### config.mk
export PLATFORM = sky130hd
export DESIGN_NAME = pcb_ctrl
export DESIGN_NICKNAME = d
export VERILOG_FILES = /design/src/rtl/pcb_pkg.sv /design/src/rtl/pcb_ctrl.sv
export SDC_FILE = /design/constraint.sdc
export NUM_CORES = 1
export LEC_CHECK = 0
export BUFFER_PORTS_ARGS = -buffer_cell sky130_fd_sc_hd__buf_2
export CAP_MARGIN = 10
export CORE_ASPECT_RATIO = 0.7
export CORE_MARGIN = 3
export CORE_UTILIZATION = 24
export DETAILED_ROUTE_END_ITERATION = 12
export SLEW_MARGIN = 20
export SYNTH_ARGS = -nofsm -noshare
export SYNTH_HDL_FRONTEND = slang
export SYNTH_SLANG_ARGS = --single-unit
### constraint.sdc
create_clock -name clk_i -period 2.5 [get_ports clk_i]
set_input_delay 0.125 -clock clk_i [delete_from_list [all_inputs] [get_ports clk_i]]
set_output_delay 0.125 -clock clk_i [all_outputs]
set_load 0.03 [all_outputs]
### src/rtl/pcb_pkg.sv
// ----------------------------------------------------------------------------
// pcb_pkg
// Shared types, codes and saturating helpers for the particle collide block.
// ----------------------------------------------------------------------------
package pcb_pkg;

  localparam int unsigned MAX_PARTICLES_DEF = 1024;

  localparam logic [15:0] WIDTH_RST  = 16'd640;
  localparam logic [15:0] HEIGHT_RST = 16'd480;
  localparam logic [31:0] VMAX_RST   = 32'd6553600;

  localparam logic [1:0] REG_WIDTH  = 2'd0;
  localparam logic [1:0] REG_HEIGHT = 2'd1;
  localparam logic [1:0] REG_VMAX   = 2'd2;

  localparam logic signed [31:0] Q_ONE   = 32'sh0001_0000;
  localparam logic signed [31:0] S32_MAX = 32'sh7FFF_FFFF;
  localparam logic signed [31:0] S32_MIN = 32'sh8000_0000;

  localparam int unsigned SQRT_STEPS = 26;
  localparam int unsigned DIV_STEPS  = 25;

  typedef enum logic [1:0] {
    CMD_LOAD    = 2'd0,
    CMD_ACCEL   = 2'd1,
    CMD_COLLIDE = 2'd2,
    CMD_MOVE    = 2'd3
  } cmd_e;

  typedef enum logic [4:0] {
    OP_NOP,
    OP_LATCH,
    OP_RD_A,
    OP_CAP_A,
    OP_CAP_B,
    OP_MUL_ACCX,
    OP_ADD_VX,
    OP_MUL_ACCY,
    OP_ADD_VY,
    OP_BOUNCE,
    OP_MUL_VX,
    OP_ADD_PX,
    OP_MUL_VY,
    OP_ADD_PY,
    OP_DIFF,
    OP_SQ_X,
    OP_SQ_Y,
    OP_SQ_SUM,
    OP_SQRT,
    OP_MUL_PX,
    OP_DIV_LD,
    OP_DIV,
    OP_MUL_PY,
    OP_APPLY,
    OP_WB_A,
    OP_WB_B,
    OP_DONE
  } dp_op_e;

  typedef struct packed {
    dp_op_e op;
  } ctrl_t;

  typedef struct packed {
    cmd_e cmd;
    logic a_oob;
    logic b_oob;
    logic near;
    logic push;
  } stat_t;

  function automatic logic signed [31:0] sat32(input logic signed [47:0] v);
    logic signed [31:0] r;
    if (v > 48'sd2147483647) r = S32_MAX;
    else if (v < -48'sd2147483648) r = S32_MIN;
    else r = v[31:0];
    return r;
  endfunction

  function automatic logic signed [31:0] neg32(input logic signed [31:0] v);
    logic signed [31:0] r;
    if (v == S32_MIN) r = S32_MAX;
    else r = -v;
    return r;
  endfunction

endpackage

### src/rtl/pcb_ctrl.sv
// ----------------------------------------------------------------------------
// pcb_ctrl
// Command sequencer: walks each command through the datapath steps.
// ----------------------------------------------------------------------------
module pcb_ctrl import pcb_pkg::*; (
  input  logic  clk_i,
  input  logic  rst_ni,
  input  logic  start_i,
  input  stat_t stat_i,
  output ctrl_t ctrl_o,
  output logic  busy_o
);

  typedef enum logic [28:0] {
    S_IDLE   = 29'd1 << 0,
    S_DECODE = 29'd1 << 1,
    S_RDA    = 29'd1 << 2,
    S_CAPA   = 29'd1 << 3,
    S_CAPB   = 29'd1 << 4,
    S_ACC_MX = 29'd1 << 5,
    S_ACC_AX = 29'd1 << 6,
    S_ACC_MY = 29'd1 << 7,
    S_ACC_AY = 29'd1 << 8,
    S_BOUNCE = 29'd1 << 9,
    S_MV_MX  = 29'd1 << 10,
    S_MV_AX  = 29'd1 << 11,
    S_MV_MY  = 29'd1 << 12,
    S_MV_AY  = 29'd1 << 13,
    S_DIFF   = 29'd1 << 14,
    S_SQ_X   = 29'd1 << 15,
    S_SQ_Y   = 29'd1 << 16,
    S_SQ_SUM = 29'd1 << 17,
    S_SQRT   = 29'd1 << 18,
    S_MUL_PX = 29'd1 << 19,
    S_DIV_LX = 29'd1 << 20,
    S_DIVX   = 29'd1 << 21,
    S_MUL_PY = 29'd1 << 22,
    S_DIV_LY = 29'd1 << 23,
    S_DIVY   = 29'd1 << 24,
    S_APPLY  = 29'd1 << 25,
    S_WB_A   = 29'd1 << 26,
    S_WB_B   = 29'd1 << 27,
    S_DONE   = 29'd1 << 28
  } state_e;

  state_e     state_q, state_d;
  logic [4:0] cnt_q, cnt_d;

  always_ff @(posedge clk_i or negedge rst_ni) begin
    if (!rst_ni) begin
      state_q <= S_IDLE;
      cnt_q   <= '0;
    end else begin
      state_q <= state_d;
      cnt_q   <= cnt_d;
    end
  end

  assign busy_o = (state_q != S_IDLE);

  always_comb begin
    state_d   = state_q;
    cnt_d     = cnt_q;
    ctrl_o.op = OP_NOP;
    unique case (state_q)
      S_IDLE: begin
        if (start_i) begin
          ctrl_o.op = OP_LATCH;
          state_d   = S_DECODE;
        end
      end
      S_DECODE: begin
        if (stat_i.a_oob) state_d = S_DONE;
        else if (stat_i.cmd == CMD_LOAD) state_d = S_WB_A;
        else state_d = S_RDA;
      end
      S_RDA: begin
        ctrl_o.op = OP_RD_A;
        state_d   = S_CAPA;
      end
      S_CAPA: begin
        ctrl_o.op = OP_CAP_A;
        unique case (stat_i.cmd)
          CMD_ACCEL:   state_d = S_ACC_MX;
          CMD_MOVE:    state_d = S_BOUNCE;
          CMD_COLLIDE: state_d = stat_i.b_oob ? S_DONE : S_CAPB;
          default:     state_d = S_DONE;
        endcase
      end
      S_CAPB: begin
        ctrl_o.op = OP_CAP_B;
        state_d   = S_DIFF;
      end
      S_ACC_MX: begin
        ctrl_o.op = OP_MUL_ACCX;
        state_d   = S_ACC_AX;
      end
      S_ACC_AX: begin
        ctrl_o.op = OP_ADD_VX;
        state_d   = S_ACC_MY;
      end
      S_ACC_MY: begin
        ctrl_o.op = OP_MUL_ACCY;
        state_d   = S_ACC_AY;
      end
      S_ACC_AY: begin
        ctrl_o.op = OP_ADD_VY;
        state_d   = S_WB_A;
      end
      S_BOUNCE: begin
        ctrl_o.op = OP_BOUNCE;
        state_d   = S_MV_MX;
      end
      S_MV_MX: begin
        ctrl_o.op = OP_MUL_VX;
        state_d   = S_MV_AX;
      end
      S_MV_AX: begin
        ctrl_o.op = OP_ADD_PX;
        state_d   = S_MV_MY;
      end
      S_MV_MY: begin
        ctrl_o.op = OP_MUL_VY;
        state_d   = S_MV_AY;
      end
      S_MV_AY: begin
        ctrl_o.op = OP_ADD_PY;
        state_d   = S_WB_A;
      end
      S_DIFF: begin
        ctrl_o.op = OP_DIFF;
        state_d   = S_SQ_X;
      end
      S_SQ_X: begin
        ctrl_o.op = OP_SQ_X;
        state_d   = stat_i.near ? S_SQ_Y : S_DONE;
      end
      S_SQ_Y: begin
        ctrl_o.op = OP_SQ_Y;
        state_d   = S_SQ_SUM;
      end
      S_SQ_SUM: begin
        ctrl_o.op = OP_SQ_SUM;
        cnt_d     = 5'(SQRT_STEPS - 1);
        state_d   = S_SQRT;
      end
      S_SQRT: begin
        ctrl_o.op = OP_SQRT;
        if (cnt_q == '0) state_d = S_MUL_PX;
        else cnt_d = cnt_q - 5'd1;
      end
      S_MUL_PX: begin
        ctrl_o.op = OP_MUL_PX;
        state_d   = stat_i.push ? S_DIV_LX : S_DONE;
      end
      S_DIV_LX: begin
        ctrl_o.op = OP_DIV_LD;
        cnt_d     = 5'(DIV_STEPS - 1);
        state_d   = S_DIVX;
      end
      S_DIVX: begin
        ctrl_o.op = OP_DIV;
        if (cnt_q == '0) state_d = S_MUL_PY;
        else cnt_d = cnt_q - 5'd1;
      end
      S_MUL_PY: begin
        ctrl_o.op = OP_MUL_PY;
        state_d   = S_DIV_LY;
      end
      S_DIV_LY: begin
        ctrl_o.op = OP_DIV_LD;
        cnt_d     = 5'(DIV_STEPS - 1);
        state_d   = S_DIVY;
      end
      S_DIVY: begin
        ctrl_o.op = OP_DIV;
        if (cnt_q == '0) state_d = S_APPLY;
        else cnt_d = cnt_q - 5'd1;
      end
      S_APPLY: begin
        ctrl_o.op = OP_APPLY;
        state_d   = S_WB_A;
      end
      S_WB_A: begin
        ctrl_o.op = OP_WB_A;
        state_d   = (stat_i.cmd == CMD_COLLIDE) ? S_WB_B : S_DONE;
      end
      S_WB_B: begin
        ctrl_o.op = OP_WB_B;
        state_d   = S_DONE;
      end
      S_DONE: begin
        ctrl_o.op = OP_DONE;
        state_d   = S_IDLE;
      end
      default: state_d = S_IDLE;
    endcase
  end

endmodule

=== Yosys cells after proc, flatten, opt, wreduce, memory -nomap -nowiden ===
Index checks and enable logic that the tools add are counted.

* Equal/unequal tests: 38
* Reduce and logical (&&, ||, !) cells: 9
* $add $sub $neg: 1
* Multiplexer cells: 16

{| class="wikitable"
|+ Operator list
! cell !! number
|-
| $pmux 29 s26 || 1
|-
| $mux 29 || 9
|-
| $pmux 5 s26 || 1
|-
| $pmux 29 s3 || 1
|-
| $eq 29x1->1 const B || 1
|-
| $eq 29x10->1 const B || 1
|-
| $eq 29x11->1 const B || 1
|-
| $eq 29x12->1 const B || 1
|-
| $eq 29x13->1 const B || 1
|-
| $eq 29x14->1 const B || 1
|-
| $eq 29x15->1 const B || 1
|-
| $eq 29x16->1 const B || 1
|-
| $eq 29x17->1 const B || 1
|-
| $eq 29x18->1 const B || 1
|-
| $eq 29x19->1 const B || 1
|-
| $eq 29x2->1 const B || 1
|-
| $eq 29x20->1 const B || 1
|-
| $eq 29x21->1 const B || 1
|-
| $eq 29x22->1 const B || 1
|-
| $eq 29x23->1 const B || 1
|-
| $eq 29x24->1 const B || 1
|-
| $eq 29x25->1 const B || 1
|-
| $eq 29x26->1 const B || 1
|-
| $eq 29x27->1 const B || 1
|-
| 25 further kinds || 32
|}

* Bits of input ports: 9
* Flip-flop bits (word level): 34
* Word-level logic and storage cells: 66

=== Logic depth before layout (Yosys ltp) ===
* Depth after elaboration: 4
* Depth in mapped cells: 8
* Depth with buffers taken out: 7

=== Worst setup path before layout ===
OpenSTA, ideal clock, no wires.

* Path type: reg2out
* Start: reg state_q[7]
* End: out ctrl_o[1] (netlist name)
* Path slack: -0.218 ns
* Arrival time: 2.593 ns
* Stages on the path, launching flop included: 8
* Data required time: 2.375 ns
* Path through: dfrtp_1 -> or4_1 -> buf_2 -> or4_4 -> buf_6 -> or4_1 -> nand4b_1 -> or4_1

{| class="wikitable"
|+ RTL lines
! what !! line !! RTL
|-
| start, declared || pcb_ctrl.sv:46 || <nowiki>state_e state_q, state_d;</nowiki>
|-
| start signal, assigned || pcb_ctrl.sv:54 || <nowiki>state_q <= state_d;</nowiki>
|-
| end, declared || pcb_ctrl.sv:10 || <nowiki>output ctrl_t ctrl_o,</nowiki>
|}

==> Implementation_results.wiki <==
{| class="wikitable"
! Metric !! Value
|-
| Status || complete, but fails checks
|-
| Violations in the final reports || setup timing
|-
| Synthesis-stage register bit count || 34
|-
| Clock transition at the registers of the reported paths || 60 ps
|-
| Detail Route Antenna Nets || 0
|-
| Beginning of the worst register-to-register path || state_q[5]
|-
| Tcrit/Tclk final || 119%
|-
| Post-synthesis to final-layout area growth || 54.9%
|-
| Floorplan row count || 28
|-
| Overall routing resource usage || 14.1%
|-
| Slowest Stage Delay on Critical Path || 570 ps
|-
| Cell-by-cell listing of the critical path || or4_4 > or4_4 > or3_4 > nor4_4 > or4b_1 > or3_4 > buf_6
|-
| Total power consumption of the routed design || 2.06 mW
|-
| DR DRC count || 0
|-
| Number of DRC markers after the initial detailed-route iteration || 152
|-
| Number of hold violations in the final report || 0
|-
| Maximum level of the CTS H-tree || 2
|-
| Remaining global-route overflow || 0
|-
| Async set-or-reset flop fraction in the synthesized netlist || 100%
|-
| Wire length reported by the detailed router || 7250 um
|-
| Setup repair after global routing missed its margin || yes
|-
| Weighted congestion at the end of routability-driven global placement || 0.971
|-
| Min Clock Period, post-route || 2980 ps
|-
| Cell family contributing the most delay on the critical path || simple AND/OR/NAND/NOR gates
|-
| Max_slew headroom || 46.2%
|-
| Clock insertion delay at the later pin of the skew report || 280 ps
|-
| Instance count along the most critical hold path || 2
|-
| Maximum buffer depth of the clock tree || 2
|-
| Clock root buffer || clkbuf_16
|-
| Synthesized area per cell || 9.26 um2
|-
| Worst setup path class || flop to output pin
|-
| Met2 WL post-DR || 3060 um
|-
| Worst min-delay path class || input pin to flop
|-
| Via count of the routed design || 2247
|-
| Max Transition Viols Final || 0
|-
| Max Clock Skew || 4.51 ps
|-
| Top-Level Pins || 15
|-
| Number of inserted diodes || 0
|-
| Post-synthesis cell count || 230
|-
| Final number of setup-violating endpoints || 19
|-
| Floorplan core area || 8550 um2
|-
| Number of synthesized flops with an enable pin || 0
|-
| Worst-case vdd ir drop || 0.515 mV
|-
| Vertical extent of the die || 84.8 um
|-
| Antenna violations before repair || 0
|-
| Endpoint of the worst hold path || state_q[2]
|-
| Post-Place Cell Area || 2860 um2
|-
| Vias in the first global route || 2184
|-
| Minimum hold slack || 39.6 ps
|-
| Highest metal used || met4
|-
| Post-Synthesis Cell Area || 2130 um2
|-
| Post-synth net total || 240
|-
| Starting Density || 24.9%
|-
| Die boundary width || 119 um
|-
| Nets || 338
|-
| Vias per cell || 5.00
|-
| Warning count from the yosys run || 0
|-
| CTS tree || done
|-
| Flop-to-flop setup slack || -260 ps
|-
| Peak fanout along the critical path || 5
|-
| Slew @ Worst Pin || 808 ps
|-
| Crit path buf inv count || 1
|-
| Arrival @ worst endpoint || 2860 ps
|-
| Clock sink count || 34
|-
| Routed length on met3 || 560 um
|-
| Kind of end point of the critical path || output pin
|-
| Met1 Routed Length || 3530 um
|-
| Hold Crit Start || stat_i[3]
|-
| Final instance area || 3300 um2
|-
| First-pass GRT wire length || 11300 um
|-
| Count of max-cap constraint violations || 0
|-
| Maximum achievable frequency || 336 MHz
|-
| Worst reg2reg path depth || 8
|-
| Die Outline Area || 10100 um2
|-
| Nature of the critical path startpoint || flop
|-
| Mean routed wirelength per cell || 16.1 um
|-
| Pin count of the biggest net entering global routing || 35
|-
| Worst Setup SP || state_q[9]
|-
| Worst setup slack after layout || -480 ps
|-
| Non-filler cells in the finished layout || 449
|-
| Number of distinct library cells after synthesis || 55
|-
| Data required time at the worst endpoint || 2380 ps
|-
| End of the worst register-to-register path || state_q[28]
|-
| Main synth FF type || dfrtp_1
|-
| Reported leakage power || 1.56 nW
|-
| Final HPWL DP || 5400 um
|-
| Number of I/O port buffers || 14
|-
| First-pass iteration count of the detailed router || 4
|-
| Power density over the cells || 624 nW/um2
|-
| Cells after DPL || 428
|-
| Register area share after synthesis || 40.0%
|-
| Clock buffers created by TritonCTS || 5
|-
| Critical Path Slowest Stage Cell || or4_4
|-
| Ratio of cells with drive above 1 in the final layout || 43.8%
|}
[cell families (layout without fill, tap and decap cells)]
| logic type | after synthesis | count (layout) | synth area share [%] |
|---|---|---|---|
| flops | 34 | 34 | 40.0 |
| fa+ha+maj | 1 | 1 | 0.587 |
| simple gates | 144 | 144 | 43.6 |
| xor+xnor | 6 | 6 | 2.47 |
| buf+inv | 12 | 111 | 2.53 |
| compound gates | 33 | 33 | 10.8 |
[worst register-to-register path: stages (launching register included)]
cell	delay, ps
dfrtp_1	370
or4_4	560
or4_4	590
nand2b_4	180
or4b_4	490
buf_4	150
buf_6	110
buf_6	110
o211ai_1	140
[synth_stat cells, drive strengths merged, types with 3 or more instances]
| master | instances | area (um2) |
|---|---|---|
| and3 | 5 | 31.3 |
| nand3b | 5 | 37.5 |
| a21oi | 7 | 38.8 |
| dfrtp | 33 | 826 |
| nor4 | 17 | 128 |
| or4b | 5 | 53.8 |
| or4 | 16 | 143 |
| nand2b | 11 | 76.3 |
| nor2 | 18 | 67.6 |
| nand3 | 5 | 25.0 |
| inv | 8 | 30.0 |
| xnor2 | 4 | 35.0 |
| nor4b | 7 | 61.3 |
| o21ai | 11 | 58.8 |
| nand4b | 3 | 26.3 |
| nand2 | 19 | 71.3 |
| or3 | 6 | 47.5 |
| nor3 | 17 | 90.1 |
[per-stage QoR]
step           utilization [%]  setup WS (ps)  setup TNS (ps)
4_1_cts                   37.3           -481           -2910
5_1_grt                   38.6           -530           -5640
3_5_place_dp              33.4           -288           -2340
3_3_place_gp              33.4           -317           -2630
6_report                  38.6           -480           -3960
2_1_floorplan                -          -54.1            -147
[layer usage]
layer  vias to the layer above  global-route usage (%)
li1                       1078                       -
met1                      1077                    21.3
met2                        81                    20.4
met3                        11                    3.26
met4                         0                    3.26
met5                         -                       0
[final cells by class]
cell class,instances,area (um2)
Fill cell,858,5250
Multi-Input combinational cell,184,1370
Sequential cell,34,852
Timing Repair Buffer,95,746
Tap cell,120,150
Clock buffer,8,146
Inverter,8,30.0
[cells in the final DEF, fill, tap and decap left out, types with 6 or more instances in the layout]
cell type	instances
buf_4	71
dfrtp_1	33
nand2_1	18
nor2_1	17
or4_4	14
nor3_1	14
buf_6	14
nor4_1	11
nand2b_1	10
buf_2	9
inv_1	8
o21ai_0	6
a21oi_1	6
[what timing repair did]
action,in CTS,in global routing
resized for setup,32,16
pin swaps,8,7
buffers inserted,6,7
hold buffers,1,0
hold endpoints to repair,33,0
gates cloned,0,0
endpoints found under the setup margin,23,27
[registers in the layout, indices dropped and copies added, names as in the netlist]
register / cells
cnt_q: 5
state_q: 29
[report_power, final]
| group | switching (mW) | internal, mW | total, mW | leakage (nW) |
|---|---|---|---|---|
| clock | 0.228 | 0.397 | 0.625 | 0.0712 |
| sequential | 0.0165 | 0.577 | 0.593 | 0.471 |
| combinational | 0.458 | 0.382 | 0.840 | 1.02 |
| total | 0.702 | 1.36 | 2.06 | 1.56 |
[how the worst max path moves through the flow]
stage / endpoint / slack (ps) / cells after the start
after floorplan: ctrl_o[0] / -50 / 7
after global placement: ctrl_o[0] / -320 / 10
after detailed placement: ctrl_o[0] / -290 / 8
after CTS: ctrl_o[1] / -480 / 7
after global routing: ctrl_o[1] / -530 / 7
final: ctrl_o[0] / -480 / 7
Power figures use the tool's default switching activity.
